$ cat src/design/multilevel_feedback_scheduler_unit_macros.svh
// Assertion helpers shared by the scheduler RTL.
`ifndef MULTILEVEL_FEEDBACK_SCHEDULER_UNIT_MACROS_SVH
`define MULTILEVEL_FEEDBACK_SCHEDULER_UNIT_MACROS_SVH

// Property must hold at every clock edge outside reset.
`define MFS_CHECK(lbl, clk, rst_n, prop, msg) \
    lbl: assert property (@(posedge clk) disable iff (!rst_n) prop) else $error(msg);

// Condition must never be seen outside reset.
`define MFS_NEVER(lbl, clk, rst_n, cond, msg) \
    lbl: assert property (@(posedge clk) disable iff (!rst_n) !(cond)) else $error(msg);

`endif

$ cat src/design/mfs_pkg.sv
package mfs_pkg;

    // defaults for the top-level parameters
    localparam int SLOTS_DEF      = 64;
    localparam int ID_BITS_DEF    = 8;
    localparam int BURST_BITS_DEF = 16;

    // fixed field widths
    localparam int PRI_W   = 8;
    localparam int AGE_W   = 11;
    localparam int STAMP_W = 16;
    localparam int REM_W   = 17;
    localparam int CFG_IDX_W  = 3;
    localparam int CFG_DATA_W = 11;
    localparam int QUO_W   = 12;

    typedef logic [1:0] t_code;

    // operations
    localparam t_code OP_INSERT = 2'd0;
    localparam t_code OP_PICK   = 2'd1;
    localparam t_code OP_AGE    = 2'd2;

    // result kinds
    localparam t_code KIND_ACK   = 2'd0;
    localparam t_code KIND_NEW   = 2'd1;
    localparam t_code KIND_KEEP  = 2'd2;
    localparam t_code KIND_EMPTY = 2'd3;

    // error codes
    localparam t_code ERR_NONE = 2'd0;
    localparam t_code ERR_PRI  = 2'd1;
    localparam t_code ERR_FULL = 2'd2;

    // queue levels
    localparam t_code LEV_1 = 2'd0;
    localparam t_code LEV_2 = 2'd1;
    localparam t_code LEV_3 = 2'd2;

    // register indexes
    localparam logic [CFG_IDX_W-1:0] REG_BOUND_LOW = 3'd0;
    localparam logic [CFG_IDX_W-1:0] REG_BOUND_MID = 3'd1;
    localparam logic [CFG_IDX_W-1:0] REG_BOUND_HIGH = 3'd2;
    localparam logic [CFG_IDX_W-1:0] REG_AGE_INC = 3'd3;
    localparam logic [CFG_IDX_W-1:0] REG_AGE_THR = 3'd4;
    localparam logic [CFG_IDX_W-1:0] REG_AGE_STEP = 3'd5;

    // register reset values
    localparam logic [PRI_W-1:0] BOUND_LOW_RST  = 8'd50;
    localparam logic [PRI_W-1:0] BOUND_MID_RST  = 8'd100;
    localparam logic [PRI_W-1:0] BOUND_HIGH_RST = 8'd150;
    localparam logic [AGE_W-1:0] AGE_INC_RST    = 11'd100;
    localparam logic [AGE_W-1:0] AGE_THR_RST    = 11'd1500;
    localparam logic [PRI_W-1:0] AGE_STEP_RST   = 8'd10;

endpackage

$ cat src/design/mfs_div.sv
module mfs_div (
    input  logic                         i_clk,
    input  logic                         i_rst_n,
    input  logic                         i_start,
    input  logic [mfs_pkg::QUO_W-1:0]    i_dividend,
    input  logic [mfs_pkg::AGE_W-1:0]    i_divisor,
    output logic                         o_done,
    output logic [mfs_pkg::QUO_W-1:0]    o_quot,
    output logic [mfs_pkg::AGE_W-1:0]    o_rem
);
    import mfs_pkg::*;

    localparam int CNT_W = $clog2(QUO_W);

    logic             r_busy;
    logic             r_done;
    logic [CNT_W-1:0] r_cnt;
    logic [QUO_W-1:0] r_quo;
    logic [AGE_W-1:0] r_rem;
    logic [AGE_W-1:0] r_dsr;
    logic [AGE_W:0]   trial;
    logic             fits;

    // one restoring step per cycle, quotient bits shift in behind the dividend
    assign trial = {r_rem, r_quo[QUO_W-1]};
    assign fits  = trial >= {1'b0, r_dsr};

    always_ff @(posedge i_clk) begin
        if (!i_rst_n) begin
            r_busy <= 1'b0;
            r_done <= 1'b0;
            r_cnt  <= '0;
        end else begin
            r_done <= 1'b0;
            if (i_start) begin
                r_busy <= 1'b1;
                r_cnt  <= '0;
                r_quo  <= i_dividend;
                r_rem  <= '0;
                r_dsr  <= i_divisor;
            end else if (r_busy) begin
                r_rem <= fits ? AGE_W'(trial - {1'b0, r_dsr}) : AGE_W'(trial);
                r_quo <= {r_quo[QUO_W-2:0], fits};
                if (r_cnt == CNT_W'(QUO_W - 1)) begin
                    r_busy <= 1'b0;
                    r_done <= 1'b1;
                end else begin
                    r_cnt <= r_cnt + 1'b1;
                end
            end
        end
    end

    assign o_done = r_done;
    assign o_quot = r_quo;
    assign o_rem  = r_rem;

endmodule

$ cat config.mk
export PLATFORM = sky130hd
export DESIGN_NAME = mfs_div
export DESIGN_NICKNAME = d
export VERILOG_FILES = /design/src/design/multilevel_feedback_scheduler_unit_macros.svh /design/src/design/mfs_pkg.sv /design/src/design/mfs_div.sv
export SDC_FILE = /design/constraint.sdc
export NUM_CORES = 1
export LEC_CHECK = 0
export BUFFER_PORTS_ARGS = -buffer_cell sky130_fd_sc_hd__buf_2
export CAP_MARGIN = 20
export CELL_PAD_IN_SITES_DETAIL_PLACEMENT = 1
export CELL_PAD_IN_SITES_GLOBAL_PLACEMENT = 1
export CORE_MARGIN = 8
export CORE_UTILIZATION = 42
export DETAILED_ROUTE_END_ITERATION = 10
export HOLD_SLACK_MARGIN = 0.05
export PLACE_DENSITY = 0.81
export SETUP_SLACK_MARGIN = 0.4
export SYNTH_ARGS = -nofsm -noshare
export SYNTH_HDL_FRONTEND = slang
export SYNTH_SLANG_ARGS = --single-unit
$ cat constraint.sdc
create_clock -name i_clk -period 2.9 [get_ports i_clk]
set_clock_uncertainty 0.1 [all_clocks]
set_input_delay 0.145 -clock i_clk [delete_from_list [all_inputs] [get_ports i_clk]]
set_output_delay 0.145 -clock i_clk [all_outputs]
set_load 0.01 [all_outputs]
## After elaboration in Yosys (flattened, before gate mapping)

Index checks and enable logic that the tools add are counted.

- Output and inout bits: 24
- Register bits: 40
- Bits of input ports: 26
- Logic and storage cells: 27

- $add $sub $neg: 2
- Reductions and logical operators: 6
- Bitwise logic cells: 3
- Equal/unequal tests: 1
- Mux-type cells: 8
- Order comparisons: 1

Operators with widths:

| cell | number |
|---|---|
| 2-to-1 mux 12 bit | 2 |
| 2-to-1 mux 11 bit | 2 |
| >= comparator 12 x 11 -> 1 bit | 1 |
| subtractor 11 bit | 1 |
| AND reduction 2 bit | 3 |
| adder 4 x 1 -> 4 bit (second input constant) | 1 |
| == test 4 bit (second input constant) | 1 |
| 2-to-1 mux 1 bit | 4 |
| inverter 1 bit | 3 |
| OR reduction 3 bit | 1 |
| nonzero test 2 bit | 1 |
| OR reduction 2 bit | 1 |

## Depth between registers and ports, before layout

Gate-level depths: netlist (run 1).

- Word-level depth: 4
- Depth in mapped cells: 10

## Least setup slack after synthesis (run 1)

Ideal clock, no wire load.

- Kind: register to register
- From: register r_quo[11] (netlist: o_quot[11])
- To: register r_rem[10] (netlist: o_rem[10]), data pin
- Data required time: 2543 ps
- Clock period less this slack: 2458 ps
- Setup slack: 442 ps
- Data arrival time: 2101 ps
- Cell stages (with the launch flop): 10
- Cell sequence: edfxtp_1 inv_1 ha_1 fa_1 nand2b_1 a21o_1 a211oi_1 o21ai_0 a21o_1 a32o_1

- Cells in the longest elaborated chain, start to end: 3
- Elaborated cells between the ends (all ways): 4

Ends and longest elaborated chain:

| element | line | RTL |
|---|---|---|
| from (decl) | mfs_div.sv:18 | `logic [QUO_W-1:0] r_quo;` |
| from (signal assigned) | mfs_div.sv:38 | `r_quo <= i_dividend;` |
| from (signal assigned) | mfs_div.sv:43 | `r_quo <= {r_quo[QUO_W-2:0], fits};` |
| subtractor 11 bit or >= comparator 12 x 11 -> 1 bit (tied branches) | mfs_div.sv:42, mfs_div.sv:26 |  |
| 2-to-1 mux 11 bit * | mfs_div.sv:42 | `r_rem <= fits ? AGE_W'(trial - {1'b0, r_dsr}) : AGE_W'(trial);` |
| 2-to-1 mux 11 bit * | mfs_div.sv:41 | `end else if (r_busy) begin` |
| to (signal assigned) | mfs_div.sv:42 |  |
| to (decl) | mfs_div.sv:19 | `logic [AGE_W-1:0] r_rem;` |

Mark *: on every way between the ends. The rest lies on a longest branch, timed or not. The select of a mux whose other input is x is not followed.
A chain may end at the register's enable or synchronous reset.

## Worst setup path in the final report (run 1)

Ends and elaborated chain as after synthesis.

==> results of run 1 <==
[layer usage]
layer,vias to the layer above,track usage [%],share of wire (%)
met5,-,0,0
met2,46,29.82,53
li1,784,-,-
met3,9,4.690,5.4
met4,0,5.156,1.9
met1,817,16.68,40
[worst register-to-register path, stage by stage, from the launching register on]
cell	delay (ns)
edfxtp_1	0.34
inv_1	0.06
ha_2	0.20
fa_2	0.36
nand2b_4	0.16
a21o_4	0.23
a211oi_4	0.25
o21ai_2	0.10
a21o_1	0.18
a32o_1	0.25
[registers in the layout (all words and copies together) (netlist names)]
| name | cells |
|---|---|
| o_done | 1 |
| o_quot | 12 |
| o_rem | 11 |
| r_busy | 1 |
| r_cnt | 4 |
| r_dsr | 11 |
[power groups by stage]
stage               logic [mW]  registers [mW]  clock network [mW]
floorplan                0.284           0.731                   0
global placement         0.388           0.722                   0
detailed placement       0.400           0.724                   0
CTS                      0.450           0.712               0.370
global route             0.521           0.718               0.394
finish                   0.481           0.713               0.364
[logic make-up after synthesis]
logic type | count (synthesis)
and+or+nand+nor | 44
DFF | 40
AOI/OAI and AO/OA | 32
buffers and inverters | 21
muxes | 18
adders and majority gates | 13
xor gates and xnor gates | 9
[stage by stage]
step / hold slack, ns / worst slack (ns) / total power [mW]
finish: 0.05656 / 0.4281 / 1.558
global route: 0.05050 / 0.3635 / 1.633
CTS: 0.05038 / 0.3474 / 1.532
detailed placement: 0.2240 / 0.1065 / 1.124
global placement: 0.2223 / 0.2317 / 1.110
floorplan: 0.1439 / 0.4417 / 1.015
[final timing paths]
kind / cells after the start / slack, ns / to
worst max-delay path: 9 / 0.43 / o_rem[10]
worst min register to register: 2 / 0.39 / r_cnt[1]
worst min-delay path: 2 / 0.06 / o_quot[5]
worst max register to register: 9 / 0.43 / o_rem[10]
[layout make-up]
cell class | count | area share, %
tap | 70 | 3.129
clock inverter | 2 | 0.4023
sequential | 40 | 40.77
multi-input combinational | 116 | 35.09
inverter | 17 | 2.280
clock buffer | 6 | 2.593
timing repair buffer | 70 | 15.74
[cells in the final DEF (no fill, tap or decap), drive strengths merged, types with 5 or more instances in the layout]
| cell type | instances |
|---|---|
| xnor2 | 6 |
| ha | 12 |
| o21ai | 6 |
| mux2i | 5 |
| a21oi | 8 |
| clkbuf | 6 |
| dfxtp | 6 |
| dlygate4sd3 | 15 |
| o21a | 5 |
| edfxtp | 34 |
| buf | 55 |
| mux2 | 13 |
| nor2 | 17 |
| nand2 | 6 |
| inv | 17 |
[timing repair]
item,CTS,global route
setup buffers,4,0
pin swaps,4,4
hold buffers,13,2
setup endpoints to repair,12,9
endpoints found under the hold margin,13,2
gates resized for setup,4,10
==> run summary, run 1 <==
CORE AREA - 5042 um2
wire per inst - 18.79 um
Clock Path Buffers - 2
post-synth top area share - 47.36%
Avg Synthesized Cell Area - 12.18 um2
critical-path maximum fanout - 3
Finished Cell Area - 2799 um2
Hold WC Path Type - in2reg
Worst Setup End Kind - flop
cells after synthesis - 177
clk_lat worst skew - 0.29 ns
FF/Latch Area - 1141 um2
LEAKAGE - 1.160 nW
GRT Resource Usage Total - 15.99%
max incr delay on CP - 0.36 ns
drt pass-1 iters - 4
WL final - 6030 um
Compound-Gate Fraction of Synth Area - 12.01%
fmax - 404.5 MHz
Synth area leaders - edfxtp_1 47%, ha_1 7.0%, mux2_2 6.8%
largest family of logic cells by synthesized area - compound AO/OA/AOI/OAI gates
NetSw - 0.4831 mW
Worst setup SP type - flop
Top Ports - 50
area delta synth->final - 29.83%
Initial Util - 42.75%
most instantiated cells after synthesis - 34 x edfxtp_1, 17 x inv_1, 17 x nor2_1
fillers - 564
# nets final - 289
HP Start - i_dividend[5]
Via density - 5.159
die width - 87.65 um
WP data required - 2.85 ns
final setup fails - 0
Slew headroom - 62.04%
asr flop ratio synth - 0%
placed cell count - 294
Final Non-Filler Cells - 321
Comb pwr share - 30.9%
CTS sink count - 40
Synth Cell Area - 2156 um2
EDFF count, synth - 34
CTS tree - done
vias in the first global route - 1894
share of cells above drive strength 1 - 35.86%
Power Density - 556.7 nW/um2
Setup TNS - 0 ns
DRT iter0 DRCs - 95
diodes inserted - 0
Adder-Cell Fraction of Synth Area - 7.893%
critical path arrival - 2.42 ns
crit path cell chain - inv_1, ha_2, fa_2, nand2b_4, a21o_4, a211oi_4, o21ai_2, a21o_1, a32o_1
vias - 1656
Seq pwr share - 45.7%
Seq/Total Area, Yosys - 52.93%
Slew @ Worst Pin - 0.5694 ns
crit path from - o_quot[11]
Post-DP Area - 2481 um2
total global routing overflow - 0
Crit path max-delay family - compound AO/OA/AOI/OAI gates
final routed DRC violation total - 0
GPL Wtd Cong - 0.8146
Row Count - 26
Mapped Nets - 216
ys flop type - edfxtp_1
die area - 7682 um2
DP HPWL - 3830 um
sw frac - 31.01%
YS warnings - 0
Slew Limit Fails - 0
largest net degree at the start of global routing - 28
CP bufs+invs - 1
first-pass GRT wire length - 9252 um
H-tree depth - 2
count leader, synth - edfxtp_1
CP Class - reg2reg
post-layout util - 55.51%
mux share of post-synthesis cell area - 9.112%
Yosys top cell by area - edfxtp_1
number of synthesized register bits - 40
Distinct cells, synth - 36
Clock transition at path regs - 0.08 ns
Max VDD drop - 0.3850 mV
root buffer cell - clkbuf_8
Inserted Clock Buffers - 5
clock share of power - 23.4%
DIE HEIGHT - 87.65 um
antenna violations before repair - 0
multi-input logic area - 982.2 um2
P_int - 1.075 mW
clock period minus worst slack - 2.472 ns
R2R Path Start - o_quot[11]
RSZ-0062 raised after global routing - true
Synth Area in XOR/XNOR - 3.656%
Final period util - 85.24%
outcome - finished, final reports clean
Fin. Hold Viols - 0
# port buffers - 49
antenna-violating nets left - 0
CP max stage cell - fa_2
Post-Synth Simple-Gate Area - 10.39%
MaxCap Viol Count - 0
Power figures use the tool's default switching activity.
==> run 2: changes to the inputs <==
Settings changed: ABC_AREA set to 1, CORE_UTILIZATION 42 to 40.
==> run 2 against run 1 <==
  * Register-to-register slack improved by 0.07 ns
  * Sequential share of layout area decreased by 4.3 points
  * Sequential power decreased by 2%
  * Synthesized cell count increased by 73%
  * Die area increased by 15%
  * Count of clock-buffer cells in the layout unchanged
  * Final cell count increased by 43%
==> run summary, run 2 <==
Hold WC Path Type - in2reg
Via density - 5.022
Clock transition at path regs - 0.08 ns
DIE HEIGHT - 94.16 um
clock period minus worst slack - 2.403 ns
critical-path maximum fanout - 12
WP data required - 2.86 ns
Inserted Clock Buffers - 5
R2R Path Start - o_quot[11]
drt pass-1 iters - 4
Hold EP - r_busy
Setup TNS - 0 ns
H-tree depth - 2
asr flop ratio synth - 0%
Slew Limit Fails - 0
total global routing overflow - 0
Clock Path Buffers - 2
GRT Resource Usage Total - 18.24%
GPL Wtd Cong - 0.8499
fmax - 416.1 MHz
Slew @ Worst Pin - 0.5757 ns
share of cells above drive strength 1 - 21.61%
antenna-violating nets left - 0
count leader, synth - nand2_1
setup slack, reg-to-reg - 0.50 ns
WL final - 7796 um
Fin. Hold Viols - 0
number of synthesized register bits - 40
Worst Setup End Kind - flop
commonest non-fill, non-tap cell in the layout - nand2_1
diodes inserted - 0
LEAKAGE - 1.578 nW
final setup fails - 0
root buffer cell - clkbuf_8
Comb pwr share - 30.7%
antenna violations before repair - 0
Yosys top cell by area - edfxtp_1
vias in the first global route - 2485
NetSw - 0.5338 mW
wire per inst - 16.98 um
clock share of power - 24.3%
MaxCap Viol Count - 0
area delta synth->final - 27.96%
CORE AREA - 5921 um2
critical path arrival - 2.36 ns
pre-CTS WS - 0.3301 ns
vias - 2305
Power Density - 499.2 nW/um2
Initial Util - 41.27%
final routed DRC violation total - 0
first-pass GRT wire length - 12600 um
most instantiated cells after synthesis - 101 x nand2_1, 54 x inv_1, 34 x edfxtp_1
Mapped Nets - 345
RSZ-0062 raised after global routing - false
Finished Cell Area - 3127 um2
DP HPWL - 5288 um
post-synth top area share - 41.78%
max reg flops - 12
Seq/Total Area, Yosys - 46.70%
die area - 8866 um2
most frequent cells in the layout - 101 x nand2_1, 54 x inv_1, 49 x buf_2
EDFF count, synth - 34
Reg-to-Reg End - o_rem[9]
Row Count - 28
Hold Path Depth - 3
Top Ports - 50
CP Class - reg2reg
largest net degree at the start of global routing - 24
Max VDD drop - 0.2756 mV
Seq pwr share - 45.0%
CTS tree - done
die width - 94.16 um
YS warnings - 0
Worst setup SP type - flop
HP Start - i_rst_n
Final period util - 82.86%
Slew headroom - 61.57%
Avg Synthesized Cell Area - 7.986 um2
# port buffers - 49
outcome - finished, final reports clean
cells after synthesis - 306
clk_lat worst skew - 0.29 ns
# nets final - 422
P_int - 1.027 mW
Synth Cell Area - 2444 um2
CTS sink count - 40
Worst Reg-to-Reg Cells - 12
Distinct cells, synth - 25
Setup WS post-layout - 0.4970 ns
ys flop type - edfxtp_1
sw frac - 34.20%
Post-DP Area - 2758 um2
Synth area leaders - edfxtp_1 42%, nand2_1 16%, inv_1 8.3%
DRT iter0 DRCs - 149
[run 2: worst max-delay path by stage]
stage | start | endpoint | slack (ns) | depth (start not counted)
CTS | o_quot[11] | o_rem[9] | 0.47 | 11
detailed placement | o_quot[11] | o_quot[0] | 0.33 | 10
floorplan | i_start | o_quot[0] | 0.50 | 4
global placement | o_quot[11] | o_rem[9] | 0.49 | 11
finish | o_quot[11] | o_rem[9] | 0.50 | 12
global route | o_quot[11] | o_rem[9] | 0.40 | 12
[run 2: cell type report]
cell class                      instances  area [um2]
Timing Repair Buffer                   78       533.0
Sequential cell                        40        1141
Fill cell                             733        2794
Clock inverter                          2       11.26
Clock buffer                            6       72.57
Multi-Input combinational cell        203        1069
Inverter                               55       206.4
Tap cell                               75       93.84
[run 2: per-stage QoR]
stage	std cells	hold slack [ns]	util, %	power (mW)
after global routing	459	0.1044	52.81	1.648
after detailed placement	425	0.2234	46.58	1.138
final	459	0.08777	52.81	1.561
after global placement	425	0.2210	46.58	1.119
after floorplan	306	0.1439	-	1.005
after CTS	456	0.06169	51.97	1.539
[run 2: metal layers]
layer / part of all wire (%) / vias up / global-route usage, %
li1: - / 1117 / -
met1: 40 / 1105 / 20.63
met2: 53 / 70 / 32.91
met3: 5.5 / 13 / 4.876
met4: 1.6 / 0 / 4.359
met5: 0 / - / 0
[run 2: what timing repair did]
action	in CTS	in global routing
hold endpoints to repair	23	0
setup endpoints to repair	12	12
pin swaps	0	1
resized for setup	1	2
hold buffers	23	0
setup buffers	0	3
[run 2: cell families after synthesis]
group | share of synthesized area (%)
flops | 46.70
simple gates | 32.10
xor+xnor | 1.075
fa+ha+maj | 6.964
compound gates | 2.611
buf+inv | 10.55
[run 2: worst max-delay path, stage by stage (launching register included)]
cell      delay (ns)
edfxtp_1        0.38
inv_1           0.09
ha_1            0.23
fa_1            0.43
inv_1           0.13
nand3_1         0.10
nand3_2         0.15
nand3_4         0.11
nand3_2         0.11
nor2_4          0.05
buf_12          0.14
nor2_1          0.11
nor2_1          0.05
[run 2: power by group through the flow]
stage	clock [mW]	combinational [mW]	sequential, mW
2_1_floorplan	0	0.282	0.723
3_3_place_gp	0	0.407	0.712
3_5_place_dp	0	0.424	0.715
4_1_cts	0.384	0.453	0.702
5_1_grt	0.411	0.529	0.708
6_report	0.380	0.479	0.702
